**config.mk**
```make
export PLATFORM = sky130hd
export DESIGN_NAME = rpa_front_flat
export DESIGN_NICKNAME = d
export VERILOG_FILES = /design/src/rtl/rpa_pkg.sv /design/src/rtl/rpa_in_if.sv /design/src/rtl/rpa_front.sv /design/src/flat_wrapper.sv
export SDC_FILE = /design/constraint.sdc
export NUM_CORES = 1
export LEC_CHECK = 0
export BUFFER_PORTS_ARGS = -buffer_cell sky130_fd_sc_hd__buf_2
export CAP_MARGIN = 20
export CORE_UTILIZATION = 46
export DETAILED_ROUTE_END_ITERATION = 10
export PLACE_DENSITY = 0.87
export SYNTH_ARGS = -nofsm -noshare
export SYNTH_HDL_FRONTEND = slang
export SYNTH_SLANG_ARGS = --single-unit
```
**constraint.sdc**
```tcl
create_clock -name clk -period 1.47 [get_ports clk]
set_input_delay 0.0735 -clock clk [delete_from_list [all_inputs] [get_ports clk]]
set_output_delay 0.0735 -clock clk [all_outputs]
set_load 0.01 [all_outputs]
```
**src/rtl/rpa_pkg.sv**
```systemverilog
// Shared types, codes and default sizes for the refcounted page allocator.
// No dependencies; every other file but rpa_ram imports this package.
package rpa_pkg;

  localparam int NUM_PAGES_DEF  = 32768;
  localparam int COUNT_BITS_DEF = 8;
  localparam int QUEUE_DEPTH    = 2;

  localparam int PAGE_W     = 15;
  localparam int ACTION_W   = 2;
  localparam int STATUS_W   = 2;
  localparam int CNT_OUT_W  = 8;
  localparam int CFG_IDX_W  = 2;
  localparam int CFG_DATA_W = 16;
  localparam int TOP_PAGE_W = 16;

  localparam logic [ACTION_W-1:0] ACT_ALLOC = 2'd0;
  localparam logic [ACTION_W-1:0] ACT_FREE  = 2'd1;
  localparam logic [ACTION_W-1:0] ACT_REF   = 2'd2;

  localparam logic [STATUS_W-1:0] STS_OK    = 2'd0;
  localparam logic [STATUS_W-1:0] STS_OOM   = 2'd1;
  localparam logic [STATUS_W-1:0] STS_RANGE = 2'd2;
  localparam logic [STATUS_W-1:0] STS_FULL  = 2'd3;

  localparam logic [CFG_IDX_W-1:0] CFG_FIRST_PAGE = 2'd0;
  localparam logic [CFG_IDX_W-1:0] CFG_TOP_PAGE   = 2'd1;

  localparam logic [TOP_PAGE_W-1:0] TOP_PAGE_RST = 16'd32768;

  // Classified request handed from the front end to the back end.
  typedef struct packed {
    logic [ACTION_W-1:0] action;
    logic [PAGE_W-1:0]   page;
    logic                page_valid;  // page below NUM_PAGES
    logic                in_range;    // page inside the managed window
  } rpa_op_t;

endpackage

```
**src/rtl/rpa_in_if.sv**
```systemverilog
// Request channel: valid/ready handshake carrying action and page number.
// Depends on rpa_pkg.
interface rpa_in_if;
  import rpa_pkg::*;

  logic                valid;
  logic                ready;
  logic [ACTION_W-1:0] action;
  logic [PAGE_W-1:0]   page_number;

  modport source (output valid, output action, output page_number, input ready);
  modport sink   (input valid, input action, input page_number, output ready);
endinterface

```
**src/rtl/rpa_front.sv**
```systemverilog
// Front end: configuration registers, request acceptance and range check.
// Depends on rpa_pkg and rpa_in_if.
module rpa_front #(
  parameter int NUM_PAGES = rpa_pkg::NUM_PAGES_DEF
) (
  input  logic                           clk,
  input  logic                           rst_n,
  rpa_in_if.sink                         in_ch,
  input  logic                           cfg_we,
  input  logic [rpa_pkg::CFG_IDX_W-1:0]  cfg_index,
  input  logic [rpa_pkg::CFG_DATA_W-1:0] cfg_data,
  input  logic                           clearing,
  input  logic                           q_full,
  output logic                           q_push,
  output rpa_pkg::rpa_op_t               q_op
);
  import rpa_pkg::*;

  logic [PAGE_W-1:0]     first_page_r;
  logic [TOP_PAGE_W-1:0] top_page_r;
  logic                  page_valid;
  logic                  in_window;

  always_ff @(posedge clk) begin
    if (!rst_n) begin
      first_page_r <= '0;
      top_page_r   <= TOP_PAGE_RST;
    end else if (cfg_we) begin
      case (cfg_index)
        CFG_FIRST_PAGE: first_page_r <= cfg_data[PAGE_W-1:0];
        CFG_TOP_PAGE:   top_page_r   <= cfg_data[TOP_PAGE_W-1:0];
        default: ;
      endcase
    end
  end

  assign page_valid = (32'(in_ch.page_number) < 32'(NUM_PAGES));
  assign in_window  = (in_ch.page_number >= first_page_r) &&
                      (TOP_PAGE_W'(in_ch.page_number) < top_page_r);

  // Hold off requests while the count table is being cleared or the queue is full.
  assign in_ch.ready = !clearing && !q_full;
  assign q_push      = in_ch.valid && in_ch.ready;

  always_comb begin
    q_op.action     = in_ch.action;
    q_op.page       = in_ch.page_number;
    q_op.page_valid = page_valid;
    q_op.in_range   = page_valid && in_window;
  end
endmodule

```
**src/flat_wrapper.sv**
```systemverilog
// flat-port wrapper written by rule: the top's interface ports become plain ports
module rpa_front_flat import rpa_pkg::*;
#(
  parameter int NUM_PAGES = rpa_pkg::NUM_PAGES_DEF
)
  (clk, rst_n, cfg_we, cfg_index, cfg_data, clearing, q_full, q_push, q_op, in_ch_valid, in_ch_action, in_ch_page_number, in_ch_ready);
  rpa_in_if in_ch_i ();
  input  logic clk;
  input  logic rst_n;
  input  logic cfg_we;
  input  logic [rpa_pkg::CFG_IDX_W-1:0] cfg_index;
  input  logic [rpa_pkg::CFG_DATA_W-1:0] cfg_data;
  input  logic clearing;
  input  logic q_full;
  output logic q_push;
  output rpa_pkg::rpa_op_t q_op;
  input wire logic [$bits(in_ch_i.valid)-1:0] in_ch_valid;
  input wire logic [$bits(in_ch_i.action)-1:0] in_ch_action;
  input wire logic [$bits(in_ch_i.page_number)-1:0] in_ch_page_number;
  output wire logic [$bits(in_ch_i.ready)-1:0] in_ch_ready;
  assign in_ch_i.valid = in_ch_valid;
  assign in_ch_i.action = in_ch_action;
  assign in_ch_i.page_number = in_ch_page_number;
  assign in_ch_ready = in_ch_i.ready;
  rpa_front #(.NUM_PAGES(NUM_PAGES)) u_core (.clk(clk), .rst_n(rst_n), .in_ch(in_ch_i), .cfg_we(cfg_we), .cfg_index(cfg_index), .cfg_data(cfg_data), .clearing(clearing), .q_full(q_full), .q_push(q_push), .q_op(q_op));
endmodule
```
### After elaboration in Yosys (flattened, before gate mapping)

Index checks and enable logic that the tools add are counted.

* bits in registers: 31
* bits in latches: 0
* bits in writable memories: 0
* bits in read-only memories: 0
* input bits: 41
* output and inout bits: 21
* logic and storage cells: 13
* memories kept: 0

* add/subtract/negate cells: 0
* multipliers: 0
* div/mod/pow operators: 0
* magnitude comparators: 2
* eq/ne operators: 1
* shift-type cells: 0
* mux-type cells: 0
* bitwise gates (word level): 0
* reduce and logical (&&, ||, !) cells: 8

Operator list (number)
* < comparator 15 x 16 -> 1 bit: 1
* >= comparator 15 bit: 1
* AND reduction 2 bit: 2
* logical AND 1 bit: 3
* equality test 2 x 1 -> 1 bit, second input constant: 1
* logical NOT 1 bit: 2
* logical NOT 2 bit: 1

### Logic depth before layout (Yosys ltp)

* depth in word-level cells: 3
* mapped depth: 8
* depth with buffers taken out: 7

### Worst setup path after synthesis

OpenSTA, ideal clock, no wires.

* path type: flip-flop to output port
* from: register u_core.top_page_r[9]
* to: output q_op[0] (netlist bit)
* arrival time: 1372 ps
* data required time: 1397 ps
* path slack: 24 ps
* cell stages (with the launch flop): 9
* path buffers: 1
* path through: dfxtp_1 > inv_1 > ha_1 > a21oi_1 > nor2_1 > a211oi_1 > o22ai_1 > and3b_1 > buf_4

* cells in the longest elaborated chain, start to end: 2

RTL lines
* start: declaration: RTL line rpa_front.sv:20 `logic [TOP_PAGE_W-1:0] top_page_r;`
* start signal: assignment: RTL line rpa_front.sv:31 `CFG_TOP_PAGE: top_page_r <= cfg_data[TOP_PAGE_W-1:0];`
* < comparator 15 x 16 -> 1 bit: RTL line rpa_front.sv:39 `(TOP_PAGE_W'(in_ch.page_number) < top_page_r);`
* logical AND 1 bit: RTL line rpa_front.sv:38 `assign in_window = (in_ch.page_number >= first_page_r) &&`
* end: declaration: RTL line flat_wrapper.sv:16 `output rpa_pkg::rpa_op_t q_op;`

No other way between the ends.

==> results_dict.tcl <==
set metrics [dict create \
    status "finished, violations left" \
    violations "setup timing" \
    grt_pass1_vias 1719 \
    maxSlewHeadroom_pct 61.3 \
    path_buf_inv 3 \
    cts_tree "built" \
    finalPower_uw 2190 \
    ios 62 \
    initial_utilization_pct 49.6 \
    ys_ff_latch 31 \
    cp-end-kind "primary output" \
    cts_hold_buf 0 \
    clock_latency_ns 0.28 \
    postLayoutCellArea_sq_mm 0.00260 \
    syn_nets 333 \
    power.density_mw_per_mm2 842 \
    num-fill-cells 333 \
    wl_um 4960 \
    syn_inst 263 \
    fin_crit_ns 1.78 \
    n_antenna_cell 0 \
    drt_iter0_drc 107 \
    required_ns 1.40 \
    drive_gt1_share_pct 39.1 \
    cp_cell_sequence "inv_2 > ha_4 > nand4_1 > buf_4 > nor2_2 > a21oi_1 > o21ai_1 > and3b_1 > buf_2" \
    port-buffer-count 56 \
    nets 376 \
    cts.sinks 31 \
    startpoint_type "register" \
    cp.arrival_ns 1.70 \
    gpl.final_weighted_congestion 0.776 \
    cellLeakagePower_uw 0.00105 \
    yosysSeqAreaShare_pct 30.4 \
    rows 23 \
    viasPerCell 5.18 \
    die_h_um 68.6 \
    critPathSlowestCell "dfxtp_2" \
    final_cell_mix "69 x nand2_1, 56 x buf_2, 21 x inv_1, 17 x dfxtp_2, 16 x ha_1" \
    tns_ns -0.305 \
    period_share_pct 121 \
    ant_nets 0 \
    cap_violations 0 \
    antenna_found_initial 0 \
    gr-usage-all-layers_pct 22.6 \
    hold_viol 0 \
    critical_path.max_stage_delay_ns 0.34 \
    max_clock_freq_mhz 563 \
    min-delay-path-class "input port to register" \
    cts_root_buf "clkbuf_8" \
    cp_max_fo 2 \
    reg2reg_depth 3 \
    dr.pass1.iters 4 \
    clk_path_buf_depth 2 \
    ys_warn_count 0 \
    setup_violations 1 \
    syn_avg_cell_area_sq_um 7.76 \
    route.detailed.drc 0 \
    mostFrequentLayoutCell "nand2_1" \
    grt_overflow 0 \
    die_x_um 68.6 \
    path_clk_slew_ns 0.06 \
    grt_pass1_wl_um 7610 \
    hold_path_depth 3 \
    cp.depth 9 \
    core_area_sq_mm 0.00412 \
    crit_family "simple AND/OR/NAND/NOR gates" \
    skew_ns 0 \
    criticalPathCategory "register to primary output" \
    h-tree-depth 2 \
    drt-wirelength-per-cell_um 13.9 \
    tightest_slew_ns 0.581 \
    cts_made_buffers 5 \
    grt_max_degree 32 \
    netlist_area_sq_mm 0.00204 \
    place_area_sq_mm 0.00223 \
    fp.dieArea_sq_mm 0.00471 \
    rsz0062_at_grt "true" \
    setup_ws_ns -0.305 \
    areaGrowthSynthToFinish_pct 27.6 \
    dp_hpwl_um 3400 \
    slew_violations 0 \
    vias 1850 \
    synth_cell_type_count 28 \
    irDropWorstVdd_mv 0.877 \
]
-- final timing paths --
kind                                              from                endpoint  slack (ns)
worst max-delay path            u_core.first_page_r[8]                 q_op[0]       -0.31
worst min-delay path                      cfg_data[15]   u_core.top_page_r[15]       0.006
worst max register to register   u_core.top_page_r[11]   u_core.top_page_r[11]        0.73
worst min register to register  u_core.first_page_r[6]  u_core.first_page_r[6]        0.45
-- cells in the mapped netlist --
cell	instances	share of area, %
o22ai_1	1	0.31
a21boi_0	15	5.5
o21ai_0	7	1.7
and3b_1	2	0.86
nor2b_1	1	0.31
conb_1	1	0.18
ha_1	29	18
a21boi_1	15	5.5
nand3_1	2	0.49
nand4b_1	1	0.43
buf_2	4	0.98
or3b_1	1	0.43
a21o_1	1	0.37
buf_4	20	7.4
nand4_1	3	0.92
buf_6	1	0.55
nor2_1	4	0.74
dfxtp_1	31	30
and2_1	1	0.31
clkbuf_1	3	0.55
nor3b_2	1	0.61
nor3_1	2	0.49
inv_1	29	5.3
a211oi_1	3	1.1
nand3b_1	1	0.37
a21oi_1	13	3.2
nand2_1	70	13
nand2b_1	1	0.31
-- stage by stage --
stage / setup WS (ns) / cells / hold WS [ns] / utilization [%]
floorplan: 0.0241 / 263 / 0.194 / -
global placement: -0.0906 / 346 / 0.147 / 54.2
detailed placement: -0.129 / 346 / 0.147 / 54.2
CTS: -0.273 / 356 / 0.000128 / 62.4
global route: -0.439 / 357 / 0.0200 / 63.3
finish: -0.305 / 357 / 0.00636 / 63.3
-- registers in the layout, indices dropped and copies added (netlist names) --
name	count
u_core.top_page_r	16
u_core.first_page_r	15
-- worst register-to-register path, cell delays in order, from the launching register on --
cell	delay, ns
dfxtp_2	0.34
buf_4	0.10
nand2_1	0.03
a21boi_0	0.18
-- cell type report --
class / instances / area (sq um) / share of cell area [%]
Clock inverter: 2 / 35.0 / 1.35
Clock buffer: 6 / 82.6 / 3.17
Tap cell: 50 / 62.6 / 2.40
Multi-Input combinational cell: 175 / 1330 / 51.2
Timing Repair Buffer: 64 / 340 / 13.1
Inverter: 29 / 109 / 4.18
Sequential cell: 31 / 642 / 24.7
-- per-layer routing --
| metal | global-route usage (%) | part of all wire [%] | wire length (um) | vias to the layer above |
|---|---|---|---|---|
| li1 | - | - | - | 927 |
| met1 | 25.9 | 44 | 2180 | 841 |
| met2 | 39.2 | 48 | 2390 | 70 |
| met3 | 5.92 | 5.7 | 284 | 12 |
| met4 | 9.38 | 1.9 | 95 | 0 |
| met5 | 0 | 0 | 0 | - |
-- cells by family (layout without fill, tap and decap cells) --
logic type / count (synthesis) / in the layout / share of synthesized area, %
buffers and inverters: 57 / 101 / 14.8
adder cells (fa/ha/maj): 29 / 29 / 17.8
AND/OR/NAND/NOR: 90 / 90 / 19.1
AO/OA/AOI/OAI: 55 / 55 / 17.7
flip-flops: 31 / 31 / 30.4
other: 1 / 1 / 0.184
-- power breakdown --
group / leakage [uW] / internal, uW / switching [uW]
Clock: 0.0000612 / 548 / 314
Combinational: 0.000732 / 209 / 233
Sequential: 0.000260 / 871 / 17.5
Total: 0.00105 / 1630 / 565
-- timing repair --
item	CTS	global route
buffers inserted	2	1
resized for setup	46	9
setup endpoints to repair	1	1
pin swaps	15	7
No activity file was read; power rests on OpenSTA's default activity.
