==> src/rtl/rpa_pkg.sv <==
// Shared types, codes and default sizes for the refcounted page allocator.
// No dependencies; every other file but rpa_ram imports this package.
package rpa_pkg;

  localparam int NUM_PAGES_DEF  = 32768;
  localparam int COUNT_BITS_DEF = 8;
  localparam int QUEUE_DEPTH    = 2;

  localparam int PAGE_W     = 15;
  localparam int ACTION_W   = 2;
  localparam int STATUS_W   = 2;
  localparam int CNT_OUT_W  = 8;
  localparam int CFG_IDX_W  = 2;
  localparam int CFG_DATA_W = 16;
  localparam int TOP_PAGE_W = 16;

  localparam logic [ACTION_W-1:0] ACT_ALLOC = 2'd0;
  localparam logic [ACTION_W-1:0] ACT_FREE  = 2'd1;
  localparam logic [ACTION_W-1:0] ACT_REF   = 2'd2;

  localparam logic [STATUS_W-1:0] STS_OK    = 2'd0;
  localparam logic [STATUS_W-1:0] STS_OOM   = 2'd1;
  localparam logic [STATUS_W-1:0] STS_RANGE = 2'd2;
  localparam logic [STATUS_W-1:0] STS_FULL  = 2'd3;

  localparam logic [CFG_IDX_W-1:0] CFG_FIRST_PAGE = 2'd0;
  localparam logic [CFG_IDX_W-1:0] CFG_TOP_PAGE   = 2'd1;

  localparam logic [TOP_PAGE_W-1:0] TOP_PAGE_RST = 16'd32768;

  // Classified request handed from the front end to the back end.
  typedef struct packed {
    logic [ACTION_W-1:0] action;
    logic [PAGE_W-1:0]   page;
    logic                page_valid;  // page below NUM_PAGES
    logic                in_range;    // page inside the managed window
  } rpa_op_t;

endpackage

==> src/rtl/rpa_queue.sv <==
// Short FIFO of classified requests between front end and back end.
// Depends on rpa_pkg for the request type.
module rpa_queue #(
  parameter int DEPTH = rpa_pkg::QUEUE_DEPTH
) (
  input  logic             clk,
  input  logic             rst_n,
  input  logic             push,
  input  rpa_pkg::rpa_op_t push_op,
  output logic             full,
  input  logic             pop,
  output logic             not_empty,
  output rpa_pkg::rpa_op_t head_op
);
  import rpa_pkg::*;

  localparam int PTR_W = (DEPTH > 1) ? $clog2(DEPTH) : 1;
  localparam int CNT_W = $clog2(DEPTH + 1);

  rpa_op_t          mem_r [DEPTH];
  logic [PTR_W-1:0] wr_ptr_r, wr_ptr_nxt;
  logic [PTR_W-1:0] rd_ptr_r, rd_ptr_nxt;
  logic [CNT_W-1:0] fill_r, fill_nxt;

  function automatic logic [PTR_W-1:0] ptr_inc(input logic [PTR_W-1:0] p);
    ptr_inc = (p == PTR_W'(DEPTH - 1)) ? '0 : p + PTR_W'(1);
  endfunction

  always_comb begin
    wr_ptr_nxt = push ? ptr_inc(wr_ptr_r) : wr_ptr_r;
    rd_ptr_nxt = pop ? ptr_inc(rd_ptr_r) : rd_ptr_r;
    fill_nxt   = fill_r;
    if (push && !pop) begin
      fill_nxt = fill_r + CNT_W'(1);
    end else if (pop && !push) begin
      fill_nxt = fill_r - CNT_W'(1);
    end
  end

  always_ff @(posedge clk) begin
    if (!rst_n) begin
      wr_ptr_r <= '0;
      rd_ptr_r <= '0;
      fill_r   <= '0;
    end else begin
      wr_ptr_r <= wr_ptr_nxt;
      rd_ptr_r <= rd_ptr_nxt;
      fill_r   <= fill_nxt;
    end
  end

  always_ff @(posedge clk) begin
    if (push) begin
      mem_r[wr_ptr_r] <= push_op;
    end
  end

  assign full      = (fill_r == CNT_W'(DEPTH));
  assign not_empty = (fill_r != '0);
  assign head_op   = mem_r[rd_ptr_r];
endmodule

==> config.mk <==
export PLATFORM = sky130hd
export DESIGN_NAME = rpa_queue
export DESIGN_NICKNAME = d
export VERILOG_FILES = /design/src/rtl/rpa_pkg.sv /design/src/rtl/rpa_queue.sv
export SDC_FILE = /design/constraint.sdc
export NUM_CORES = 1
export LEC_CHECK = 0
export BUFFER_PORTS_ARGS = -buffer_cell sky130_fd_sc_hd__buf_2
export CAP_MARGIN = 20
export CELL_PAD_IN_SITES_DETAIL_PLACEMENT = 1
export CELL_PAD_IN_SITES_GLOBAL_PLACEMENT = 1
export CORE_MARGIN = 1.5
export CORE_UTILIZATION = 38
export DETAILED_ROUTE_END_ITERATION = 10
export PLACE_DENSITY = 0.7
export SYNTH_ARGS = -nofsm -noshare
export SYNTH_HDL_FRONTEND = slang
export SYNTH_SLANG_ARGS = --single-unit
==> constraint.sdc <==
create_clock -name clk -period 1.6 [get_ports clk]
set_input_delay 0.08 -clock clk [delete_from_list [all_inputs] [get_ports clk]]
set_output_delay 0.08 -clock clk [all_outputs]
set_load 0.02 [all_outputs]
Word level (Yosys, flattened, before mapping)
Memories as Yosys holds them, arrays and structs flattened. A register that Yosys moved wholly into a read port is not among the register bits.
Cells that the tools add are included.
{"block": "classes", "add_sub_neg": 4, "eq_ne": 1, "muxes": 8, "n_reduce_logical": 6}
{"cell": "1-bit 2-to-1 mux", "n": 6}
{"cell": "2-bit 2-to-1 mux", "n": 2}
{"cell": "2-bit nonzero test", "n": 2}
{"cell": "1-bit adder (second input constant)", "n": 2}
{"cell": "2-bit by 1-bit adder with 2-bit output (second input constant)", "n": 1}
{"cell": "2-bit == test (second input constant)", "n": 1}
{"cell": "1-bit logical AND", "n": 2}
{"cell": "1-bit logical NOT", "n": 2}
{"cell": "2-bit by 1-bit subtractor with 2-bit output (second input constant)", "n": 1}
{"block": "word_totals", "reg_bits": 4, "output_inout_bits": 21, "mem_bits_rw": 38, "mem_count": 1}
{"memory": "mem_r", "words": 2, "width": 19, "rd": 1, "rd_clocked_by_memory_dff": 1, "write_ports": 1, "line": "rpa_queue.sv:20", "text": "rpa_op_t mem_r [DEPTH];"}

Longest topological paths before layout
Gate-level depths: netlist of the first run.
{"block": "logic_depth", "ltp_word": 4, "mapped_depth": 5}

Worst setup path after synthesis of the first run
OpenSTA, ideal clock, no wires.
{"block": "synth_path", "path_kind": "reg-to-reg", "start": "register wr_ptr_r", "end": "memory mem_r[0][0] (netlist bit), enable pin", "arrival_time_ps": 1209, "path_slack_ps": -7, "n_path_buf": 0, "path_stages_with_launch": 2, "setup_ps": 398, "t_required_ps": 1202, "path_cell_list": "dfxtp_1 nor2b_1"}
{"item": "start, declared", "line": "rpa_queue.sv:21", "text": "logic [PTR_W-1:0] wr_ptr_r, wr_ptr_nxt;"}
{"item": "start signal, assigned", "line": "rpa_queue.sv:46", "text": "wr_ptr_r <= wr_ptr_nxt;"}
{"item": "end, declared", "line": "rpa_queue.sv:20"}
Straight into the memory's write port.

==> flow_metrics.env, run 1 <==
export IMPL_criticalPathCategory="flop to output pin"
export IMPL_rrSetupSlack_ns=0.57
export IMPL_antenna_left=0
export IMPL_power_internal_mw=1.77
export IMPL_synth_area_leaders="edfxtp_1, mux2_2, dfxtp_1"
export IMPL_async_flop_share_pct=0
export IMPL_grt_pass1_wl_um=4640
export IMPL_clockRootBuffer="clkbuf_8"
export IMPL_placed_cells=178
export IMPL_cts_sinks=43
export IMPL_met1_length_um=1180
export IMPL_portBuffers=43
export IMPL_yosysSeqAreaShare_pct=77.9
export IMPL_crit_path_end_kind="output pin"
export IMPL_numCtsBuffers=5
export IMPL_wl_um=2990
export IMPL_fin_crit_ns=1.42
export IMPL_cap_violations=0
export IMPL_rsz0062_at_grt="false"
export IMPL_wl_met2_um=1610
export IMPL_worst_pin_slew_ns=0.198
export IMPL_synthCells=81
export IMPL_synth_most_common_cell="edfxtp_1"
export IMPL_ys_ff_latch=43
export IMPL_synth_top_area_share_pct=71.6
export IMPL_setup_viol=0
export IMPL_met3WireLength_um=160
export IMPL_gr_total_overflow=0
export IMPL_seq_area_um2=1240
export IMPL_p_leak_nw=0.854
export IMPL_dp_final_hpwl_um=1990
export IMPL_first_global_vias=999
export IMPL_post_cts_buffers=0
export IMPL_placed_cell_area_um2=1900
export IMPL_fp_dieArea_um2=4590
export IMPL_num_io_pins=44
export IMPL_power_switching_uw=542
export IMPL_vdd_drop_max_mv=0.570
export IMPL_yosys_cell_types_count=17
export IMPL_die_x_um=67.7
export IMPL_synth_nets=105
export IMPL_fin_area_um2=2170
export IMPL_path_max_fanout=10
export IMPL_synth_area_um2=1590
export IMPL_multiInputGateArea_um2=334
export IMPL_required_ns=1.52
export IMPL_fin_setup_tns_ns=0
export IMPL_cts_tree="yes"
export IMPL_syn_to_final_growth_pct=36.4
export IMPL_final_max_slew_violation_count=0
export IMPL_antenna_found_initial=0
export IMPL_powerDensity_nw_per_um2=1060
export IMPL_grt_max_degree=15
export IMPL_stdcell_count=205
export IMPL_via_per_inst=4.58
export IMPL_clock_skew_ns=0.00361
export IMPL_r2r_start="fill_r[0]"
export IMPL_rows=23
export IMPL_nets=178
export IMPL_wl_per_cell_um=14.6
export IMPL_diodes=0
export IMPL_initial_core_util_pct=39.5
export IMPL_status="finished clean"
export IMPL_drtIter0Drc=21
export IMPL_cts_clk_slew_worst_paths_ns=0.07
export IMPL_yosys_warnings=0
export IMPL_hold_path_class="primary input to flop"
export IMPL_track_usage_pct=14.7
export IMPL_layout_drive_gt1_share_pct=49.7
export IMPL_sw_frac_of_total_pct=23.5
export IMPL_fillers=396
export IMPL_core_um2=4030
export IMPL_fp_dieH_um=67.7
export IMPL_r2r_cells=3
export IMPL_hold_violations=0
export IMPL_min_period_over_period_pct=88.7
export IMPL_htreeDepth=2
export IMPL_endpoint="head_op[5]"
export IMPL_synth_ff_type="edfxtp_1"
export IMPL_highest_layer="met4"
export IMPL_route_detailed_drc=0
export IMPL_synth_top_area_cell="edfxtp_1"
export IMPL_pwr_share_seq_pct=56.8
export IMPL_clockPowerShare_pct=27.3
export IMPL_insertion_delay_ns=0.28
export IMPL_rr_endpoint="fill_r[1]"
export IMPL_max_freq_mhz=704
export IMPL_clockBufferDepth=2
export IMPL_crit_path_start_kind="flop"
export IMPL_synthTopCellsByCount="edfxtp_1, mux2_2, dfxtp_1, and2_1"
export IMPL_gp_congestion=0.575
export IMPL_comb_power_share_pct=15.9
export IMPL_firstDrtPassIters=3
export IMPL_maxSlewHeadroom_pct=86.8
export IMPL_synth_edf_count=38
export IMPL_whs_ns=0.0525
export IMPL_synth_avg_cell_area_um2=19.7
export IMPL_worstPathArrival_ns=1.34
export IMPL_power_mw=2.31
export IMPL_vias=938
## per-stage QoR
stage / util (%) / setup slack (ns)
3_5_place_dp: 47.2 / 0.477
3_3_place_gp: 47.2 / 0.497
2_1_floorplan: - / 0.352
6_report: 53.9 / 0.180
4_1_cts: 53.9 / 0.152
5_1_grt: 53.9 / 0.111
## worst min-delay path by stage
stage,depth (start not counted),start,endpoint
after floorplan,0,push_op[0],mem_r[0][0]
final,2,rst_n,wr_ptr_r
after global placement,1,push_op[0],mem_r[0][0]
after detailed placement,1,push_op[0],mem_r[0][0]
after CTS,2,rst_n,wr_ptr_r
after global routing,2,rst_n,wr_ptr_r
## power groups by stage
stage,sequential [mW],clock (mW),combinational [mW]
floorplan,1.33,0,0.216
global placement,1.33,0,0.327
detailed placement,1.34,0,0.337
CTS,1.31,0.662,0.374
global route,1.32,0.703,0.401
finish,1.31,0.631,0.368
## state kept, by name (all words and copies together) (netlist names), named ones only
name      count
fill_r        2
mem_r        38
wr_ptr_r      1
rd_ptr_r      1
## placed cells by master, fill, tap and decap left out, types with 2 or more instances in the layout
master	Yosys	final
dfxtp_1	5	5
buf_4	0	6
clkbuf_8	0	5
xor2_1	2	2
mux2_2	19	19
dlygate4sd3_1	0	19
edfxtp_1	38	38
and2_1	4	4
buf_2	1	43
## cell families (layout without fill, tap and decap cells)
kind of cell / after synthesis / count (layout) / synth area share, %
AOI/OAI and AO/OA: 3 / 3 / 1.26
xor gates and xnor gates: 3 / 3 / 1.65
adders and majority gates: 1 / 1 / 0.785
buffers and inverters: 3 / 77 / 1.26
DFF: 43 / 43 / 77.9
muxes: 19 / 19 / 13.4
and+or+nand+nor: 9 / 9 / 3.69
## repair_timing
item,4_1_cts,5_1_grt
resized for setup,0,0
endpoints found under the hold margin,38,0
hold buffers,19,0
## critical path, cell delays in order (launching register included)
cell and delay (ns):
dfxtp_1 0.33, buf_4 0.19, mux2_2 0.37, buf_2 0.16
## per-layer routing
metal	vias to the layer above	GRT usage [%]
li1	448	-
met2	28	26.2
met3	5	4.33
met4	0	7.65
met1	457	15.5
met5	-	0
## area by class of cell
cell class	count	area share, %
Sequential cell	43	57.1
Timing Repair Buffer	68	20.7
Inverter	1	0.173
Multi-Input combinational cell	35	15.4
Tap cell	50	2.88
Clock inverter	2	0.403
Clock buffer	6	3.34
(Power assumes the default switching activity.)
==> run 2, diff against run 1 <==
- CORE_UTILIZATION: 38 -> 40
- clock period: 1.6 -> 1.5 ns (I/O delays scaled with it)
==> flow_metrics.env, run 2 (synthesis gave the netlist of run 1 again) <==
export IMPL_clockBufferDepth=2
export IMPL_criticalPathCategory="flop to output pin"
export IMPL_final_max_slew_violation_count=0
export IMPL_portBuffers=43
export IMPL_gr_total_overflow=0
export IMPL_max_freq_mhz=716
export IMPL_grt_max_degree=20
export IMPL_wl_um=3010
export IMPL_diodes=0
export IMPL_route_detailed_drc=0
export IMPL_status="finished clean"
export IMPL_hp_start="rst_n"
export IMPL_r2r_cells=2
export IMPL_vias=925
export IMPL_p_leak_nw=0.847
export IMPL_rr_endpoint="mem_r[0][14]"
export IMPL_fillers=380
export IMPL_drtIter0Drc=34
export IMPL_fin_area_um2=2170
export IMPL_insertion_delay_ns=0.29
export IMPL_dp_final_hpwl_um=1980
export IMPL_fin_setup_tns_ns=0
export IMPL_fin_crit_ns=1.40
export IMPL_cts_sinks=43
export IMPL_final_common_cell="buf_2"
export IMPL_hold_path_class="primary input to flop"
export IMPL_largest_reg_flops=38
export IMPL_worst_pin_slew_ns=0.343
export IMPL_min_to="rd_ptr_r"
export IMPL_gp_congestion=0.626
export IMPL_numCtsBuffers=5
export IMPL_placed_cell_area_um2=1900
export IMPL_num_io_pins=44
export IMPL_firstDrtPassIters=3
export IMPL_layout_setup_ws_ns=0.104
export IMPL_pre_cts_slack_ns=0.370
export IMPL_required_ns=1.42
export IMPL_path_max_fanout=12
export IMPL_clockRootBuffer="clkbuf_8"
export IMPL_antenna_left=0
export IMPL_whs_ns=0.0398
export IMPL_layout_drive_gt1_share_pct=49.3
export IMPL_first_global_vias=1010
export IMPL_utilization_pct=57.9
export IMPL_placed_cells=174
export IMPL_rrSetupSlack_ns=0.36
export IMPL_track_usage_pct=15.5
export IMPL_holdPathStages=2
export IMPL_die_x_um=66.1
export IMPL_cts_tree="yes"
export IMPL_r2r_start="wr_ptr_r"
export IMPL_nets=176
export IMPL_stdcell_count=200
export IMPL_rsz0062_at_grt="false"
export IMPL_top_register="mem_r"
export IMPL_final_cell_mix="buf_2, edfxtp_1, mux2_2, dlygate4sd3_1"
export IMPL_syn_to_final_growth_pct=36.1
export IMPL_hold_violations=0
export IMPL_cap_violations=0
export IMPL_vdd_drop_max_mv=0.633
export IMPL_worstPathArrival_ns=1.32
export IMPL_post_cts_buffers=0
export IMPL_via_per_inst=4.63
export IMPL_maxSlewHeadroom_pct=77.1
export IMPL_fp_dieH_um=66.1
export IMPL_htreeDepth=2
export IMPL_largest_registers="mem_r: 38 flops, fill_r: 2 flops"
export IMPL_crit_path_start_kind="flop"
export IMPL_cts_clk_slew_worst_paths_ns=0.07
export IMPL_initial_core_util_pct=42.5
export IMPL_crit_path_end_kind="output pin"
export IMPL_core_um2=3740
export IMPL_clock_skew_ns=0.00731
export IMPL_setup_viol=0
export IMPL_antenna_found_initial=0
export IMPL_power_mw=2.47
export IMPL_powerDensity_nw_per_um2=1140
export IMPL_wl_per_cell_um=15.0
export IMPL_rows=22
export IMPL_grt_pass1_wl_um=4690
export IMPL_min_period_over_period_pct=93.1
export IMPL_fp_dieArea_um2=4370
[run 2: worst max-delay path by stage]
stage | end | slack, ns | depth (start not counted)
6_report | head_op[1] | 0.10 | 3
5_1_grt | head_op[9] | 0.04 | 3
4_1_cts | head_op[11] | 0.05 | 3
3_5_place_dp | head_op[11] | 0.37 | 3
3_3_place_gp | head_op[11] | 0.39 | 3
2_1_floorplan | mem_r[0][0] | 0.25 | 1
[run 2: layer usage]
layer  up-vias  share of wire [%]  track usage [%]
li1        445                  -                -
met1       448                 36             15.7
met2        24                 56             28.2
met3         8                5.0             6.13
met4         0                2.3             6.12
met5         -                  0                0
[run 2: critical path, stage by stage, from the launching register on]
cell,delay (ns)
dfxtp_1,0.35
buf_6,0.17
mux2_2,0.35
buf_2,0.16
[run 2: report_power, final]
group	internal, mW	switching [mW]
registers	1.38	0.0246
clock network	0.310	0.358
logic	0.194	0.203
[run 2: final cells by class]
cell class / count / area [µm²] / share of cell area, %
clock buffers: 5 / 68.8 / 3.17
clock inverters: 2 / 8.76 / 0.404
inverters: 1 / 3.75 / 0.173
multi-input cells: 35 / 334 / 15.4
flip-flops and latches: 43 / 1240 / 57.2
well taps: 48 / 60.1 / 2.77
repair buffers: 66 / 452 / 20.8
[run 2: repair_timing]
item | 4_1_cts | 5_1_grt
hold buffers | 19 | 0
resized for setup | 0 | 1
setup endpoints to repair | 0 | 1
hold endpoints to repair | 38 | 0
